### src/cklb_pkg.sv
// ----------------------------------------------------------------------------
// Compound key lower bound search package
// Sizes, record layout, command codes and sequencer states for the search
// block; the record and compare result types are shared with its compare unit.
// ----------------------------------------------------------------------------
package cklb_pkg;

  localparam int NUM_TABLES    = 8;
  localparam int TABLE_ENTRIES = 256;

  localparam int TBL_W  = (NUM_TABLES > 1) ? $clog2(NUM_TABLES) : 1;
  localparam int POS_W  = $clog2(TABLE_ENTRIES);
  localparam int CNT_W  = $clog2(TABLE_ENTRIES + 1);
  localparam int ADDR_W = TBL_W + POS_W;

  localparam logic [1:0] CMD_WRITE  = 2'd0;
  localparam logic [1:0] CMD_COUNT  = 2'd1;
  localparam logic [1:0] CMD_SEARCH = 2'd2;

  typedef struct packed {
    logic [7:0]         cls;
    logic signed [15:0] value;
  } rec_t;

  typedef struct packed {
    logic not_less;
    logic equal;
  } cmp_res_t;

  typedef enum logic [1:0] {
    ST_IDLE,
    ST_PROBE,
    ST_WAIT,
    ST_FINAL
  } state_t;

endpackage

### src/cklb_cmp.sv
// ----------------------------------------------------------------------------
// Record compare unit
// Orders a stored record against the search key by class, then by signed
// value, and flags an exact match.
// ----------------------------------------------------------------------------
module cklb_cmp (
  input  cklb_pkg::rec_t     rec,
  input  cklb_pkg::rec_t     key,
  output cklb_pkg::cmp_res_t res
);
  import cklb_pkg::*;

  always_comb begin
    if (rec.cls != key.cls) begin
      res.not_less = (rec.cls > key.cls);
    end else begin
      res.not_less = (rec.value >= key.value);
    end
    res.equal = (rec.cls == key.cls) && (rec.value == key.value);
  end

endmodule

### config.mk
export PLATFORM = sky130hd
export DESIGN_NAME = cklb_cmp
export DESIGN_NICKNAME = d
export VERILOG_FILES = /design/src/cklb_pkg.sv /design/src/cklb_cmp.sv
export SDC_FILE = /design/constraint.sdc
export NUM_CORES = 1
export LEC_CHECK = 0
export ABC_AREA = 0
export BUFFER_PORTS_ARGS = -buffer_cell sky130_fd_sc_hd__buf_2
export CORE_ASPECT_RATIO = 1.4
export CORE_MARGIN = 4
export CORE_UTILIZATION = 27
export DETAILED_ROUTE_END_ITERATION = 10
export SYNTH_ARGS = -nofsm -noshare
export SYNTH_HDL_FRONTEND = slang
export SYNTH_SLANG_ARGS = --single-unit
### constraint.sdc
create_clock -name vclk -period 3.3
set_clock_uncertainty 0.15 [all_clocks]
set_input_delay 0.495 -clock vclk [all_inputs]
set_output_delay 0.495 -clock vclk [all_outputs]
set_load 0.03 [all_outputs]
=== Yosys cells after proc, flatten, opt, wreduce, memory -nomap -nowiden ===
Cells that the tools add are included.

* Flip-flop bits (word level): 0
* Logic and storage cells: 7

* Equal/unequal tests: 3
* Mux-type cells: 1
* Reductions and logical operators: 1
* Magnitude comparators: 2

{| class="wikitable"
|+ Operators by type and width
! kind !! number
|-
| $eq 16x16->1 || 1
|-
| $ge 16x16->1 || 1
|-
| $eq 8x8->1 || 1
|-
| $gt 8x8->1 || 1
|-
| $ne 8x8->1 || 1
|-
| $logic_and 1x1->1 || 1
|-
| $mux 1 || 1
|}

=== Longest topological paths before layout ===
Gate-level depths: netlist (run 1).

* Depth after elaboration: 2
* Depth in mapped cells: 7

=== Worst setup path after synthesis (run 1) ===
No wires, ideal clock.

* Kind: input to output
* Start point: input port key[11] (netlist name)
* End point: output port res[1] (netlist name)
* Setup slack: 0.180 ns
* Cell stages on the path: 7
* Path buffers: 0
* Data arrival time: 2.475 ns
* Cell sequence: inv_1 -> ha_1 -> and3_4 -> a221o_1 -> a221o_1 -> or3_1 -> a32oi_1

{| class="wikitable"
|+ RTL lines
! item !! RTL line !! source
|-
| from (decl) || cklb_cmp.sv:8 || <nowiki>input cklb_pkg::rec_t key,</nowiki>
|-
| to (decl) || cklb_cmp.sv:9 || <nowiki>output cklb_pkg::cmp_res_t res</nowiki>
|}

==> metrics.txt, run 1 <==
CP peak stage delay=approximately 0.35 ns; Net Count, Synth=between 150 and 200; startpoint types=input port; Final period util=a little over nine tenths; multiplexer share of the synthesized area=0%; Worst EP required=2.65 ns; share of layout cells above drive strength 1=between 30% and 40%; CP Class=in2out; max-cap violation count=0; final slew viol count=0; routed wire length per instance=between 10 and 15 um; placed cells=approximately 160; Remaining DRCs=0; Synth Area in Adders=a little under half; CP max-delay cell=a221o_1; largest net degree at the start of global routing=6; Antenna Cells=0; achievable clock frequency=roughly 320 MHz; via/cell ratio=roughly 4.8; crit path time final=just over 3 ns; syn_area_per_cell=7.404 um^2; I/O pin count=50; Reg area=0 um^2; Post-Syn Area=629.4 um^2; number of global-route vias before repair=about 730; final core utilization=41.19%; RSZ-0062 raised after global routing=false; register area share after synthesis=0%; total power divided by cell area=about 110 mW/mm^2; via count=around 750; post-CTS sizing=0; post-detail-place hpwl=1.519 mm; Max-slew headroom=around 84%; Synth Area in Compound Gates=21.07%; Post-CTS Setup Bufs=0; die area=about 0.0032 mm^2; crit path DAT=around 2.5 ns; status=finished clean; final wirelength=around 1.6 mm; num sequential=0; worst-margin pin slew=~0.23 ns; VDD IR max=0.00004008 V; GRT Overall Usage=10.05%; core box area=0.002202 mm^2; Mapped Cells=85; xor/xnor share of the synthesized area=0%; initial antenna violation count=0; Post-DRT Antenna Nets=0; row count=20; # nets final=approximately 210; Area Overhead vs Synth=44.14%; Hold Path Class=in2out; worst hold slack=around 1.5 ns; Yosys cell types=21; leak pwr=~0.6 nW; crit end category=primary output; Pre-Repair DR Iteration Count=4; GRT Residual Overflow=0; clock buf count=0; first-pass GRT wire length=2.822 mm; CP top delay family=compound AO/OA/AOI/OAI gates; Initial Util=about 29%; Die Span Y=approximately 65 um; Worst Path Max Fanout=3; TNS Setup=0 ns; Final Hold Fails=0; # setup viols final=0; hold buffers post-CTS=0; Initial DRC Count=8; Die Width=about 49 um; Ys Warns=0; Synth Area in Simple Gates=approximately 16%; CP Buf/Inv Count=2; Final Non-Filler Cells=~160; port bufs=50; crit-path cells=buf_2, ha_1, and3_4, a221o_1, a221o_1, or3_1, a32oi_1, buf_2; largest family of logic cells by synthesized area=adder cells; gp weighted congestion=approximately 0.70
[per-stage QoR]
stage                power (W)  setup slack, ns  cell area, um^2
finish              0.00009813           0.1988            907.1
detailed placement  0.00009890           0.2198            907.1
global placement    0.00009476           0.2354            907.1
global route         0.0001153           0.1261            907.1
CTS                 0.00009977           0.2046            907.1
floorplan           0.00005675           0.1800            629.4
[area by class of cell]
class / count / area (um^2)
fillers: 238 / 1295
inverters: 25 / 93.84
multi-input cells: 60 / 535.5
well taps: 22 / 27.53
repair buffers: 50 / 250.2
[power breakdown]
group	internal [W]	leakage, nW	switching (W)
combinational	0.0000528	0.595	0.0000453
clock	0	0	0
sequential	0	0	0
total	0.0000528	0.595	0.0000453
[cell usage after synthesis]
cell / number / area [um^2]
nor3b_1: 1 / 7.510
a21o_1: 3 / 22.52
a21oi_1: 6 / 30.03
ha_1: 24 / 300.3
and3_2: 1 / 7.510
a211oi_1: 1 / 7.510
nand4_1: 4 / 25.02
inv_1: 25 / 93.84
o211ai_1: 1 / 7.510
nand2_1: 2 / 7.510
o21ai_0: 4 / 20.02
nand3_1: 1 / 5.000
and3_4: 1 / 11.26
nor2b_1: 2 / 12.51
nor3_1: 1 / 5.000
or3_1: 2 / 12.51
a32oi_1: 1 / 8.760
o21a_1: 1 / 7.510
and4_1: 1 / 8.760
a221o_1: 2 / 20.02
a31o_2: 1 / 8.760
[final timing paths]
kind	start	endpoint	slack (ns)	cells after the start
setup / recovery	rec[11]	res[1]	0.20	8
hold / removal	rec[23]	res[1]	1.46	5
[placed cells by master (no fill, tap or decap)]
cell type	count
nand3_1	1
and3_4	1
o21a_1	1
and4_1	1
nor3b_1	1
a211oi_1	1
a221o_1	2
a32oi_1	1
nor2b_1	2
or3_1	2
inv_1	25
and3_2	1
a31o_2	1
o21ai_0	4
o211ai_1	1
nand2_1	2
a21o_1	3
nor3_1	1
nand4_1	4
ha_1	24
a21oi_1	6
buf_2	50
[routing by layer]
layer | share of wire (%) | vias up | GRT usage, % | wire, um
met5 | 0 | - | 0 | 0
met4 | 0 | 0 | 0 | 0
met3 | 9.2 | 0 | 0.9070 | 148
met2 | 52 | 31 | 20.42 | 839
met1 | 39 | 320 | 11.71 | 621
li1 | - | 402 | - | -
[logic make-up (layout without fill, tap and decap cells)]
kind of cell | Yosys count | after routing
AO/OA/AOI/OAI | 20 | 20
adder cells (fa/ha/maj) | 24 | 24
buffers and inverters | 25 | 75
AND/OR/NAND/NOR | 16 | 16
(Power assumes the default switching activity.)
==> inputs of run 2 (changes only) <==
- clock period: 3.3 -> 3 ns (I/O delays scaled with it)
==> run 2 against run 1 <==
Compared with the run above:
- routed wire length fell by 2.4%
- power grew 20%
- critical path depth stayed put
- via count increased by 3.5%
- cell count increased by 1.9%
- largest power group unchanged
==> metrics.txt, run 2 (synthesized netlist as in run 1, its figures left out) <==
status=finished clean; GRT Residual Overflow=0; row count=20; crit path time final=2.911 ns; WHS Endpoint=res[1]; CP Class=in2out; Max-slew headroom=84.06%; gp weighted congestion=0.6842; Worst EP required=around 2.4 ns; initial antenna violation count=0; Final Hold Fails=0; Remaining DRCs=0; crit end category=primary output; GRT Overall Usage=9.155%; VDD IR max=0.00005066 V; Post-DRT Antenna Nets=0; Initial Util=28.58%; final wirelength=between 1.5 and 2 mm; startpoint types=input port; worst-margin pin slew=0.2377 ns; clock buf count=0; crit path DAT=around 2.3 ns; achievable clock frequency=343.5 MHz; first-pass GRT wire length=~2.5 mm; Area Overhead vs Synth=51.89%; number of global-route vias before repair=728; TNS Setup=0 ns; Reg area=0 um^2; # setup viols final=0; max-cap violation count=0; leak pwr=between 0.6 and 0.7 nW; RSZ-0062 raised after global routing=false; Hold Path Class=in2out; routed wire length per instance=a little under 10 um; port bufs=50; hold buffers post-CTS=0; commonest non-fill, non-tap cell in the layout=buf_2; Die Width=~50 um; total power divided by cell area=between 100 and 150 mW/mm^2; final slew viol count=0; # nets final=roughly 210; Pre-Repair DR Iteration Count=3; commonest cells after routing, fill and taps aside=49 x buf_2, 25 x inv_1, 23 x ha_1; Initial DRC Count=7; Final Non-Filler Cells=160; placed cells=160; post-detail-place hpwl=~1.5 mm; via count=~780; Final period util=between 90% and 100%; largest net degree at the start of global routing=5; core box area=between 0.002 and 0.0025 mm^2; num sequential=0; Post-CTS Setup Bufs=0; hold path depth=5; die area=~0.0032 mm^2; Die Span Y=between 60 and 70 um; I/O pin count=50; Antenna Cells=0; Hold Crit Start=rec[23]; share of layout cells above drive strength 1=between 40% and 50%; Worst Path Max Fanout=3; via/cell ratio=4.869
## run 2: cell count changes in the layout (fill, tap and decap cells not counted), sizes merged
cell,previous run,this run
buf,50,53
## run 2: cell type report
type / instances / area (um^2)
Fill cell: 244 / 1246
Inverter: 25 / 93.84
Tap cell: 22 / 27.53
Timing Repair Buffer: 53 / 279.0
Multi-Input combinational cell: 60 / 555.5
## run 2: where the power goes
part / internal [W] / total, W / switching, W
Combinational: 0.0000656 / 0.000118 / 0.0000522
Sequential: 0 / 0 / 0
Clock: 0 / 0 / 0
## run 2: stage by stage
step / power (W) / util (%) / cell area (um^2) / hold slack [ns] / worst slack (ns)
2_1_floorplan: 0.00006392 / - / 636.9 / 1.189 / 0.1352
3_3_place_gp: 0.0001102 / 42.56 / 937.1 / 1.360 / 0.006718
3_5_place_dp: 0.0001159 / 42.56 / 937.1 / 1.359 / -0.001139
4_1_cts: 0.0001176 / 42.67 / 939.7 / 1.329 / 0.03181
5_1_grt: 0.0001354 / 43.41 / 955.9 / 1.335 / 0.01058
6_report: 0.0001178 / 43.41 / 955.9 / 1.317 / 0.08871
## run 2: layer usage
layer	global-route usage (%)	vias to the layer above	share of wire [%]
li1	-	406	-
met1	9.229	350	35
met2	20.26	23	58
met3	0.9070	0	7.2
met4	0	0	0
met5	0	-	0
## run 2: timing repair
action	CTS	global route
gates resized for setup	1	2
pin swaps	0	1
endpoints found under the setup margin	1	1
hold endpoints to repair	0	0
## run 2: worst max-delay path, stage by stage
cell	delay, ns
buf_2	0.10
ha_1	0.28
and3_4	0.18
a221o_1	0.33
a221o_1	0.30
or3_1	0.32
a32oi_2	0.19
buf_6	0.16
## run 2: how the worst max path moves through the flow
stage	slack, ns	to	from	cells past startpoint
finish	0.09	res[1]	rec[9]	8
global route	0.01	res[1]	key[9]	9
CTS	0.03	res[1]	rec[11]	8
detailed placement	-0.001	res[1]	rec[11]	8
global placement	0.007	res[1]	rec[11]	8
floorplan	0.14	res[1]	key[11]	7
==> inputs of run 3 (changes only) <==
- REMOVE_ABC_BUFFERS: default -> 1
==> run 3 against run 2 <==
Compared with the run above:
- utilization grew 1.0 points
- via count shrank 1.8%
- critical path depth grew 1
- sequential share of layout area is the same
- die area is the same
- non-clock buffer count shrank 2
- global-route usage grew 0.85 points
- power grew 2.0%
- highest routed layer unchanged
- critical endpoint unchanged
- routed wire length grew 5.9%
==> metrics.txt, run 3 (synthesized netlist as in run 1, its figures left out) <==
clock buf count=0; CP dominant cell by count=a221o_1; final core utilization=44.43%; Antenna Cells=0; Crit. Startpoint=key[11]; max-cap violation count=0; Post-CTS Setup Bufs=0; Post-DRT Antenna Nets=0; share of layout cells above drive strength 1=approximately 45%; leak pwr=0.6050 nW; Area Overhead vs Synth=55.47%; Critical Path End=res[1]; initial antenna violation count=0; hold path depth=5; Worst Path Max Fanout=3; # nets final=210; Hold Path Class=in2out; # setup viols final=0; crit path time final=2.967 ns; Max-slew headroom=approximately 84%; GRT Overall Usage=roughly 10%; startpoint types=input port; crit-path cells=buf_6, inv_2, ha_4, and3_4, a221o_1, a221o_1, or3_1, a32oi_1, buf_4; I/O pin count=50; CP max-delay cell=or3_1; Initial Util=between 20% and 30%; CP Class=in2out; final slew viol count=0; RSZ-0062 raised after global routing=true; final wirelength=1.662 mm; num sequential=0; CP peak stage delay=approximately 0.37 ns; Reg area=0 um^2; row count=20; status=finished clean; total power divided by cell area=about 120 mW/mm^2; Pre-Repair DR Iteration Count=4; Final period util=98.90%; VDD IR max=0.00004335 V; routed wire length per instance=about 11 um; post-detail-place hpwl=~1.5 mm; GRT Residual Overflow=0; via count=~770; Die Width=48.81 um; crit path DAT=2.37 ns; first-pass GRT wire length=around 2.8 mm; core box area=around 0.0022 mm^2; achievable clock frequency=roughly 340 MHz; Remaining DRCs=0; largest net degree at the start of global routing=5; commonest cells after routing, fill and taps aside=46 x buf_2, 22 x inv_1, 21 x ha_1; via/cell ratio=4.842; worst hold slack=1.340 ns; die area=0.003178 mm^2; number of global-route vias before repair=717; worst-margin pin slew=~0.23 ns; gp weighted congestion=around 0.7; port bufs=50; Final Hold Fails=0; crit end category=primary output; Die Span Y=around 65 um; FILL cells=240; Worst EP required=2.40 ns; Initial DRC Count=8; commonest non-fill, non-tap cell in the layout=buf_2
## run 3: changes by cell type in the layout (fill, tap and decap cells not counted), moves of 2 or more
| cell | previous run | this run |
|---|---|---|
| ha_1 | 23 | 21 |
| inv_2 | 0 | 2 |
| ha_4 | 1 | 3 |
| buf_2 | 49 | 46 |
| inv_1 | 25 | 22 |
| buf_6 | 1 | 3 |
## run 3: how the worst min path moves through the flow
stage | start | end | slack (ns)
floorplan | rec[20] | res[0] | 1.20
global placement | rec[23] | res[1] | 1.36
detailed placement | rec[23] | res[1] | 1.37
CTS | rec[23] | res[1] | 1.37
global route | rec[23] | res[1] | 1.41
finish | rec[23] | res[1] | 1.34
## run 3: critical path, delay by kind of cell
| kind | cells | cell delay [ns] |
|---|---|---|
| compound gates | 3 | 0.84 |
| fa+ha+maj | 1 | 0.20 |
| buf+inv | 3 | 0.34 |
| simple gates | 2 | 0.54 |
## run 3: power breakdown
| part | total (W) | switching [W] | internal [W] |
|---|---|---|---|
| sequential | 0 | 0 | 0 |
| combinational | 0.000120 | 0.0000536 | 0.0000666 |
| clock | 0 | 0 | 0 |
| total | 0.000120 | 0.0000536 | 0.0000666 |
## run 3: layout make-up
| cell class | count | area (um^2) | share of cell area (%) |
|---|---|---|---|
| Timing Repair Buffer | 51 | 279.0 | 28.52 |
| Inverter | 25 | 96.34 | 9.847 |
| Tap cell | 22 | 27.53 | 2.813 |
| Multi-Input combinational cell | 60 | 575.6 | 58.82 |
## run 3: metal layers
metal / vias to the layer above / GRT usage, % / share of wire [%]
met3: 0 / 0.6803 / 8.5
met4: 0 / 0 / 0
li1: 405 / - / -
met5: - / 0 / 0
met2: 31 / 19.28 / 53
met1: 329 / 12.67 / 39
## run 3: through the flow
step	setup TNS, ns	instances	cell area (um^2)	setup slack, ns	total power (W)
floorplan	-0.02997	85	629.4	-0.02997	0.00006242
global placement	0	158	914.6	0.02455	0.0001060
detailed placement	0	158	914.6	0.01601	0.0001109
CTS	0	158	914.6	0.0007820	0.0001116
global route	-0.05097	158	978.4	-0.05097	0.0001417
finish	0	158	978.4	0.03296	0.0001202
## run 3: what timing repair did
action / CTS / global route
hold buffers: 0 / 0
setup endpoints to repair: 0 / 1
gates resized for setup: 0 / 13
